$ cat src/hdl/ipwcd_pkg.sv
// ----------------------------------------------------------------------------
// ipwcd_pkg
// Shared widths, register indexes, reset values, result kinds and phase codes
// of the IR pulse-width code decoder.
// ----------------------------------------------------------------------------
`default_nettype none

package ipwcd_pkg;

    localparam int CFG_W     = 24;
    localparam int CFG_IDX_W = 3;

    typedef logic [CFG_W-1:0]     t_cfg_word;
    typedef logic [CFG_IDX_W-1:0] t_cfg_index;

    localparam t_cfg_index REG_SYNC_MIN      = 3'd0;
    localparam t_cfg_index REG_SYNC_MAX      = 3'd1;
    localparam t_cfg_index REG_PAUSE_MIN     = 3'd2;
    localparam t_cfg_index REG_PAUSE_MAX     = 3'd3;
    localparam t_cfg_index REG_ONE_THRESHOLD = 3'd4;
    localparam t_cfg_index REG_BURST_LIMIT   = 3'd5;
    localparam t_cfg_index REG_IDLE_GAP      = 3'd6;

    localparam t_cfg_word RST_SYNC_MIN      = 24'h001B80;
    localparam t_cfg_word RST_SYNC_MAX      = 24'h001D00;
    localparam t_cfg_word RST_PAUSE_MIN     = 24'h000600;
    localparam t_cfg_word RST_PAUSE_MAX     = 24'h000800;
    localparam t_cfg_word RST_ONE_THRESHOLD = 24'h000900;
    localparam t_cfg_word RST_BURST_LIMIT   = 24'h001000;
    localparam t_cfg_word RST_IDLE_GAP      = 24'd3000000;

    localparam logic KIND_CODE = 1'b0;
    localparam logic KIND_END  = 1'b1;

    localparam logic [1:0] PH_HUNT_HIGH = 2'd0;
    localparam logic [1:0] PH_HUNT_LOW  = 2'd1;
    localparam logic [1:0] PH_PAUSE     = 2'd2;
    localparam logic [1:0] PH_BURST     = 2'd3;

endpackage

`default_nettype wire

$ cat src/hdl/ir_pulse_width_code_decoder.sv
// ----------------------------------------------------------------------------
// ir_pulse_width_code_decoder
// Pulse-width IR remote decoder: measures low bursts and high pauses of an
// active-low receiver line and assembles frames into codes.
// ----------------------------------------------------------------------------
// Usage:
//   Input channel (i_in_valid / o_in_ready) carries one line sample per timer
//   tick on i_ir_level (1 idle high, 0 carrier). Every tick must be sent.
//   Config channel (i_cfg_valid / o_cfg_ready) writes the seven timing
//   registers by index; o_cfg_ready is always high. Write only while idle.
//   Output channel (o_out_valid / i_out_ready) gives at most one word per
//   sample: a code with its index in the burst (o_kind 0), or the end of a
//   burst with the code count (o_kind 1).
//   Throughput: one sample per cycle. Latency: a result appears in the
//   cycle after the sample that causes it, out of a single output register.
//   A sample is taken while the output register is empty or being emptied
//   in the same cycle; a stalled receiver holds o_out_valid and the payload
//   and blocks further samples only while the register stays full.
//   Reset (synchronous, active low) restores the register defaults, drops
//   any pending result and starts hunting in idle high with counters clear.
// ----------------------------------------------------------------------------
`default_nettype none

module ir_pulse_width_code_decoder #(
    parameter int CODE_BITS  = 15,
    parameter int MAX_CODES  = 64,
    parameter int COUNT_BITS = 24
) (
    input  wire                              i_clk,
    input  wire                              i_rst_n,
    input  wire                              i_cfg_valid,
    output logic                             o_cfg_ready,
    input  wire  ipwcd_pkg::t_cfg_index      i_cfg_index,
    input  wire  ipwcd_pkg::t_cfg_word       i_cfg_data,
    input  wire                              i_in_valid,
    output logic                             o_in_ready,
    input  wire                              i_ir_level,
    output logic                             o_out_valid,
    input  wire                              i_out_ready,
    output logic                             o_kind,
    output logic [CODE_BITS-1:0]             o_code_value,
    output logic [$clog2(MAX_CODES+1)-1:0]   o_position
);

    import ipwcd_pkg::*;

    localparam int POS_W = $clog2(MAX_CODES + 1);
    localparam int BIT_W = $clog2(CODE_BITS + 1);
    localparam int CMP_W = (COUNT_BITS > CFG_W) ? COUNT_BITS : CFG_W;
    localparam logic [COUNT_BITS-1:0] COUNT_MAX = {COUNT_BITS{1'b1}};

    t_cfg_word r_sync_min, r_sync_max, r_pause_min, r_pause_max;
    t_cfg_word r_one_threshold, r_burst_limit, r_idle_gap;

    logic [1:0]            r_phase,       n_phase;
    logic [COUNT_BITS-1:0] r_tick_count,  n_tick_count;
    logic [CODE_BITS-1:0]  r_shift_code,  n_shift_code;
    logic [BIT_W-1:0]      r_bit_count,   n_bit_count;
    logic [POS_W-1:0]      r_codes,       n_codes;
    logic                  r_burst_active, n_burst_active;

    logic                  r_out_valid;
    logic                  r_kind,        n_kind;
    logic [CODE_BITS-1:0]  r_code_value,  n_code_value;
    logic [POS_W-1:0]      r_position,    n_position;
    logic                  n_emit;

    logic                  w_accept;
    logic                  w_level_high;
    logic [COUNT_BITS-1:0] w_tick_inc;
    logic [CMP_W-1:0]      w_len;
    logic [CMP_W-1:0]      w_inc;
    logic [CODE_BITS-1:0]  w_shifted;
    logic [BIT_W-1:0]      w_bits_inc;
    logic                  w_room;

    assign o_cfg_ready  = 1'b1;
    assign o_in_ready   = !r_out_valid || i_out_ready;
    assign w_accept     = i_in_valid && o_in_ready;

    assign o_out_valid  = r_out_valid;
    assign o_kind       = r_kind;
    assign o_code_value = r_code_value;
    assign o_position   = r_position;

    assign w_level_high = (r_phase == PH_HUNT_HIGH) || (r_phase == PH_PAUSE);
    assign w_tick_inc   = (r_tick_count == COUNT_MAX) ? r_tick_count
                                                      : r_tick_count + 1'b1;
    assign w_len        = CMP_W'(r_tick_count);
    assign w_inc        = CMP_W'(w_tick_inc);
    assign w_shifted    = (r_shift_code << 1)
                        | CODE_BITS'(w_len > CMP_W'(r_one_threshold));
    assign w_bits_inc   = r_bit_count + 1'b1;
    assign w_room       = (r_codes < POS_W'(MAX_CODES));

    always_comb begin
        n_phase        = r_phase;
        n_tick_count   = r_tick_count;
        n_shift_code   = r_shift_code;
        n_bit_count    = r_bit_count;
        n_codes        = r_codes;
        n_burst_active = r_burst_active;
        n_emit         = 1'b0;
        n_kind         = KIND_CODE;
        n_code_value   = r_shift_code;
        n_position     = r_codes;

        if (i_ir_level == w_level_high) begin
            n_tick_count = w_tick_inc;
            if ((r_phase == PH_HUNT_HIGH) && r_burst_active
                    && (w_inc > CMP_W'(r_idle_gap))) begin
                n_emit         = 1'b1;
                n_kind         = KIND_END;
                n_code_value   = '0;
                n_position     = r_codes;
                n_burst_active = 1'b0;
                n_codes        = '0;
            end
        end else begin
            n_tick_count = COUNT_BITS'(1);
            unique case (r_phase)
                PH_HUNT_HIGH: begin
                    n_phase = PH_HUNT_LOW;
                end
                PH_HUNT_LOW: begin
                    if ((w_len >= CMP_W'(r_sync_min)) && (w_len <= CMP_W'(r_sync_max))) begin
                        n_shift_code   = '0;
                        n_bit_count    = '0;
                        n_burst_active = 1'b1;
                        n_phase        = PH_PAUSE;
                    end else begin
                        n_phase = PH_HUNT_HIGH;
                    end
                end
                PH_PAUSE: begin
                    if ((w_len < CMP_W'(r_pause_min)) || (w_len > CMP_W'(r_pause_max))) begin
                        n_emit  = w_room;
                        n_phase = PH_HUNT_LOW;
                        if (w_room) begin
                            n_codes = r_codes + 1'b1;
                        end
                    end else begin
                        n_phase = PH_BURST;
                    end
                end
                default: begin
                    n_shift_code = w_shifted;
                    n_code_value = w_shifted;
                    n_bit_count  = w_bits_inc;
                    if ((w_len > CMP_W'(r_burst_limit))
                            || (w_bits_inc >= BIT_W'(CODE_BITS))) begin
                        n_emit  = w_room;
                        n_phase = PH_HUNT_HIGH;
                        if (w_room) begin
                            n_codes = r_codes + 1'b1;
                        end
                    end else begin
                        n_phase = PH_PAUSE;
                    end
                end
            endcase
        end
    end

    always_ff @(posedge i_clk) begin
        if (!i_rst_n) begin
            r_sync_min      <= RST_SYNC_MIN;
            r_sync_max      <= RST_SYNC_MAX;
            r_pause_min     <= RST_PAUSE_MIN;
            r_pause_max     <= RST_PAUSE_MAX;
            r_one_threshold <= RST_ONE_THRESHOLD;
            r_burst_limit   <= RST_BURST_LIMIT;
            r_idle_gap      <= RST_IDLE_GAP;
        end else if (i_cfg_valid) begin
            unique case (i_cfg_index)
                REG_SYNC_MIN:      r_sync_min      <= i_cfg_data;
                REG_SYNC_MAX:      r_sync_max      <= i_cfg_data;
                REG_PAUSE_MIN:     r_pause_min     <= i_cfg_data;
                REG_PAUSE_MAX:     r_pause_max     <= i_cfg_data;
                REG_ONE_THRESHOLD: r_one_threshold <= i_cfg_data;
                REG_BURST_LIMIT:   r_burst_limit   <= i_cfg_data;
                REG_IDLE_GAP:      r_idle_gap      <= i_cfg_data;
                default: begin
                end
            endcase
        end
    end

    always_ff @(posedge i_clk) begin
        if (!i_rst_n) begin
            r_phase        <= PH_HUNT_HIGH;
            r_tick_count   <= '0;
            r_shift_code   <= '0;
            r_bit_count    <= '0;
            r_codes        <= '0;
            r_burst_active <= 1'b0;
        end else if (w_accept) begin
            r_phase        <= n_phase;
            r_tick_count   <= n_tick_count;
            r_shift_code   <= n_shift_code;
            r_bit_count    <= n_bit_count;
            r_codes        <= n_codes;
            r_burst_active <= n_burst_active;
        end
    end

    always_ff @(posedge i_clk) begin
        if (!i_rst_n) begin
            r_out_valid <= 1'b0;
        end else if (w_accept && n_emit) begin
            r_out_valid <= 1'b1;
        end else if (i_out_ready) begin
            r_out_valid <= 1'b0;
        end
    end

    always_ff @(posedge i_clk) begin
        if (w_accept && n_emit) begin
            r_kind       <= n_kind;
            r_code_value <= n_code_value;
            r_position   <= n_position;
        end
    end

endmodule

`default_nettype wire

$ cat config.mk
export PLATFORM = sky130hd
export DESIGN_NAME = ir_pulse_width_code_decoder
export DESIGN_NICKNAME = d
export VERILOG_FILES = /design/src/hdl/ipwcd_pkg.sv /design/src/hdl/ir_pulse_width_code_decoder.sv
export SDC_FILE = /design/constraint.sdc
export NUM_CORES = 1
export LEC_CHECK = 0
export ABC_AREA = 1
export BUFFER_PORTS_ARGS = -buffer_cell sky130_fd_sc_hd__buf_2
export CAP_MARGIN = 20
export CORE_MARGIN = 3
export CORE_UTILIZATION = 35
export DETAILED_ROUTE_END_ITERATION = 6
export SYNTH_ARGS = -nofsm -noshare
export SYNTH_HDL_FRONTEND = slang
export SYNTH_SLANG_ARGS = --single-unit
$ cat constraint.sdc
create_clock -name i_clk -period 6.5 [get_ports i_clk]
set_input_delay 0.975 -clock i_clk [delete_from_list [all_inputs] [get_ports i_clk]]
set_output_delay 0.975 -clock i_clk [all_outputs]
set_load 0.01 [all_outputs]
# [After elaboration in Yosys (flattened, before gate mapping)]
# Index checks and enable logic that the tools add are counted.
[op_classes] n_eq_ne=14 add_sub_neg=3 bitwise=3 n_reduce_logical=30 order_cmp=9 mux=30
[ops] op="greater-than comparator 24 bit" n=4
[ops] op="2-to-1 mux 15 bit" n=4
[ops] op="2-to-1 mux 24 bit" n=2
[ops] op="2-to-1 mux 7 bit" n=5
[ops] op="case mux 15 bit (2 select lines)" n=1
[ops] op="adder 24 x 1 -> 24 bit (second input constant)" n=1
[ops] op="== test 24 bit (second input constant)" n=1
[ops] op=">= comparator 24 bit" n=1
[ops] op="<= comparator 24 bit" n=1
[ops] op="< comparator 24 bit" n=1
[ops] op="AND reduction 2 bit" n=8
[ops] op="OR 15 x 1 -> 15 bit" n=1
[ops] op="case mux 7 bit (2 select lines)" n=1
[ops] op="2-to-1 mux 1 bit" n=10
[ops] op="== test 3 bit (second input constant)" n=3
[ops] op="case mux 4 bit (2 select lines)" n=1
[ops] op="AND reduction 4 bit" n=2
[ops] op="adder 7 x 1 -> 7 bit (second input constant)" n=1
[ops] op="< comparator 7 bit (second input constant)" n=1
[ops] op="== test 3 x 2 -> 1 bit (second input constant)" n=2
[ops] op="2-to-1 mux 2 bit" n=3
[ops] op="case mux 2 bit (3 select lines)" n=1
[ops] op="nonzero test 2 bit" n=3
[ops] op="logical AND 1 bit" n=5
[ops] op="other kinds (20)" n=26
[word_totals] elab_cells=106 out_inout_bits=26 register_bits=245

# [Longest topological paths before layout]
[logic_depth] ltp_word=8 ltp_mapped=25 depth_no_buf=25

# [Worst setup path before layout]
# Ideal clock, no wire load.
[synth_timing] kind="register to register" start="register r_tick_count[1]" end="register r_code_value[0] (netlist: o_code_value[0]) (enable)" t_required_ns=6.119 path_slack_ns=3.210 stages_incl_launch_ff=19 synth_period_minus_slack_ns=3.290 setup_time_ns=0.381 arrival_time_ns=2.910 cell_sequence="dfxtp_1 ha_1 nand4_2 nor2_4 nand3_1 nor2_4 nor2_1 nand2_1 xnor2_1 ha_1 nand2_1 nor2_2 nand4_1 nor2_2 nand2_1 nand3_1 and2_1 nand2_1 nand2_1"
[synth_between] elab_chain_cells=7 elab_cells_between_ends=16 cone_classes="add/sub (1); order compare (4); eq/ne (1); mux (6); reduce/logical (4)"
[synth_lines] item="start: declaration" line="ir_pulse_width_code_decoder.sv:56" text="logic [COUNT_BITS-1:0] r_tick_count, n_tick_count;"
[synth_lines] item="start signal: assignment" line="ir_pulse_width_code_decoder.sv:199" text="r_tick_count <= n_tick_count;"
[synth_lines] item="adder 24 x 1 -> 24 bit or == test 24 bit (tied branches)" line="ir_pulse_width_code_decoder.sv:88, ir_pulse_width_code_decoder.sv:87"
[synth_lines] item="2-to-1 mux 24 bit" line="ir_pulse_width_code_decoder.sv:87" text="assign w_tick_inc = (r_tick_count == COUNT_MAX) ? r_tick_count"
[synth_lines] item="greater-than comparator 24 bit" line="ir_pulse_width_code_decoder.sv:111" text="&& (w_inc > CMP_W'(r_idle_gap))) begin"
[synth_lines] item="logical AND 1 bit" line="ir_pulse_width_code_decoder.sv:111"
[synth_lines] item="2-to-1 mux 1 bit" line="ir_pulse_width_code_decoder.sv:110" text="if ((r_phase == PH_HUNT_HIGH) && r_burst_active"
[synth_lines] item="2-to-1 mux 1 bit *" line="ir_pulse_width_code_decoder.sv:108" text="if (i_ir_level == w_level_high) begin"
[synth_lines] item="logical AND 1 bit *" line="ir_pulse_width_code_decoder.sv:218" text="if (w_accept && n_emit) begin"
[synth_lines] item="end signal: assignment" line="ir_pulse_width_code_decoder.sv:220" text="r_code_value <= n_code_value;"
[synth_lines] item="end: declaration" line="ir_pulse_width_code_decoder.sv:64" text="logic [CODE_BITS-1:0] r_code_value, n_code_value;"
# Mark *: on every way between the ends. The rest lies on a longest branch, timed or not.
# A chain may end at the register's enable or synchronous reset.

# [Worst setup path after layout]
[layout_timing] start="register r_tick_count[1]" end="register r_code_value[14] (netlist: o_code_value[14]) (enable)"
# The elaborated chain is that of the path after synthesis.

==> results_dict.tcl <==
set metrics [dict create \
    status "finished clean" \
    worstSetupPathType "reg2reg" \
    fin_worst_skew_ns 0.0145 \
    drive_gt1_share_pct 8.66 \
    mostFrequentLayoutCells "nand2_1, inv_1, a21oi_1" \
    vias_per_cell 4.95 \
    root_buffer "clkbuf_16" \
    antenna_found_initial 1 \
    postCtsSetupBuffers 0 \
    htreeDepth 1 \
    r2r_slack_ns 2.22 \
    rsz0062_at_grt "false" \
    hp-start "r_pause_max[1]" \
    synth_seq_area_share_pct 36.4 \
    crit_start "r_tick_count[1]" \
    finalHoldViolations 0 \
    cts_inserted_buffers 28 \
    first_pass_iters 5 \
    min_path_type "reg2reg" \
    fin_nets 2123 \
    setup_viol 0 \
    worst_setup_path_end_kind "flop" \
    yosysUniqueCellTypes 44 \
    cp.required_ns 6.68 \
    core_area_sq_um 39200 \
    maxCapViolCount 0 \
    synth_top_area_cell "dfxtp_1" \
    ant_nets 0 \
    fin_setup_tns_ns 0 \
    rows 72 \
    gr-total-overflow 0 \
    worst_setup_path_start_kind "flop" \
    port_buffers 57 \
    relSlewSlack_pct 35.4 \
    clock_sinks 245 \
    r2r-end "o_code_value[14]" \
    ir_worst_vdd_v 0.000188 \
    netlist.area_leader.share_pct 31.5 \
    die_h_um 207 \
    io_pins 59 \
    ys_seq_elements 245 \
    clkLatencyLatePin_ns 0.56 \
    grt.total_usage_pct 18.0 \
    max_freq_mhz 234 \
    grt_max_degree 102 \
    p_per_area_nw_per_um2 223 \
    wl_per_cell_um 15.6 \
    gp_congestion 0.884 \
    final_common_cell "nand2_1" \
    hpwlAfterDp_um 27700 \
    endpoint "o_code_value[14]" \
    initial_core_util_pct 36.0 \
    route.detailed.drc 0 \
    syn_area_per_cell_sq_um 7.46 \
    area_growth_pct 12.4 \
    wl_um 38400 \
    syn_area_sq_um 14100 \
    finalCriticalPeriod_ns 4.28 \
    vias 12200 \
    path_max_fanout 24 \
    reg2reg_from "r_tick_count[1]" \
    syn-instance-count 1890 \
    ctsHoldBuffers 0 \
    ff2ff_path_depth 18 \
    timing.final.crit_share_pct 65.8 \
    die_area_sq_um 42700 \
    cts.reportedPaths.clkPinSlew_ns 0.06 \
    slew_violations 0 \
    worst_pin_slew_ns 0.969 \
    total_power_w 0.00354 \
    yosysWarnings 0 \
    first_iter_violations 721 \
    die_x_um 207 \
    grt_pass1_wl_um 61000 \
    cp.arrival_ns 4.46 \
    yosys-top-cells-area "dfxtp_1, ha_1, nand2_1" \
    leakagePower_nw 7.16 \
    clockBufferDepth 3 \
    cts_tree "done" \
    syn_nets 2094 \
    grt_pass1_vias 11200 \
    cts_resized 0 \
]
[logic make-up (layout without fill, tap and decap cells)]
logic type                 after synthesis  in the layout  synth area share (%)
and+or+nand+nor                        620            620                  18.9
AOI/OAI and AO/OA                      475            475                  18.2
buffers and inverters                  354            405                  9.73
DFF                                    245            245                  36.4
adders and majority gates              171            171                  15.2
xor gates and xnor gates                24             24                  1.60
other                                    1              2                0.0266
[critical path: stages (launching register included)]
cell     delay (ns)
dfxtp_1        0.59
ha_1           0.27
nand4_2        0.16
nor2_4         0.19
nand3_1        0.13
nor2_4         0.16
nor2_1         0.09
nand2_1        0.09
xnor2_1        0.09
ha_1           0.32
nand2_1        0.08
nor2_2         0.14
nand4_1        0.15
nor2_2         0.14
nand2_1        0.06
nand3_1        0.08
and2_1         0.13
nand2_1        0.23
nand2_1        0.77
[state kept, by name (all words and copies together), names as in the netlist, 15 cells and up]
name	cells
r_sync_max	24
r_sync_min	24
r_shift_code	15
o_code_value	15
r_pause_max	24
r_one_threshold	24
r_pause_min	24
r_burst_limit	24
r_tick_count	24
r_idle_gap	24
[Yosys cell counts, drive strengths merged]
library cell,number
nor4,4
dfxtp,222
or2,4
o211ai,26
ha,171
xor2,18
conb,1
nand3b,1
edfxtp,23
nand3,56
nor2,161
o22ai,1
inv,279
clkbuf,62
a21o,6
o21ai,180
a21boi,1
nor3,20
a21oi,244
buf,10
o21a,3
xnor2,6
clkinv,3
and2,2
nand4,32
nand2,340
a22oi,14
[metal layers]
metal	wire length [um]	up-vias	share of wire, %	GRT usage [%]
li1	-	6307	-	-
met1	18700	5615	49	25.4
met2	17200	208	45	29.2
met3	1530	56	4.0	1.93
met4	922	0	2.4	5.06
met5	0	-	0	0
[stage by stage]
step                      instances  instance area (sq um)  hold slack, ns  setup WS (ns)  util, %
after global placement         2405                  14800           0.444           2.26     37.8
after floorplan                1890                  14100           0.435           3.21        -
after detailed placement       2405                  14800           0.452           2.18     37.8
final                          2460                  15800           0.460           2.22     40.4
after CTS                      2457                  15800           0.461           2.18     40.3
after global routing           2460                  15800           0.477           1.74     40.4
[how the worst min path moves through the flow]
stage | depth (start not counted) | slack [ns] | end
2_1_floorplan | 2 | 0.44 | r_burst_limit[10]
3_3_place_gp | 2 | 0.44 | r_pause_min[23]
3_5_place_dp | 2 | 0.45 | r_pause_min[23]
4_1_cts | 2 | 0.46 | r_pause_min[23]
5_1_grt | 2 | 0.48 | r_burst_limit[17]
6_report | 2 | 0.46 | r_pause_max[1]
[report_power, final]
group          switching, W  internal, W
combinational      0.000213    0.0000883
sequential        0.0000146      0.00156
clock              0.000643      0.00102
[cell type report]
| cell class | count | area (sq um) |
|---|---|---|
| Multi-Input combinational cell | 1291 | 7590 |
| Antenna cell | 1 | 2.50 |
| Timing Repair Buffer | 71 | 433 |
| Clock inverter | 8 | 121 |
| Fill cell | 4023 | 23300 |
| Tap cell | 518 | 648 |
| Sequential cell | 245 | 5130 |
| Inverter | 282 | 1060 |
| Clock buffer | 44 | 852 |
No activity file was read; power rests on OpenSTA's default activity.
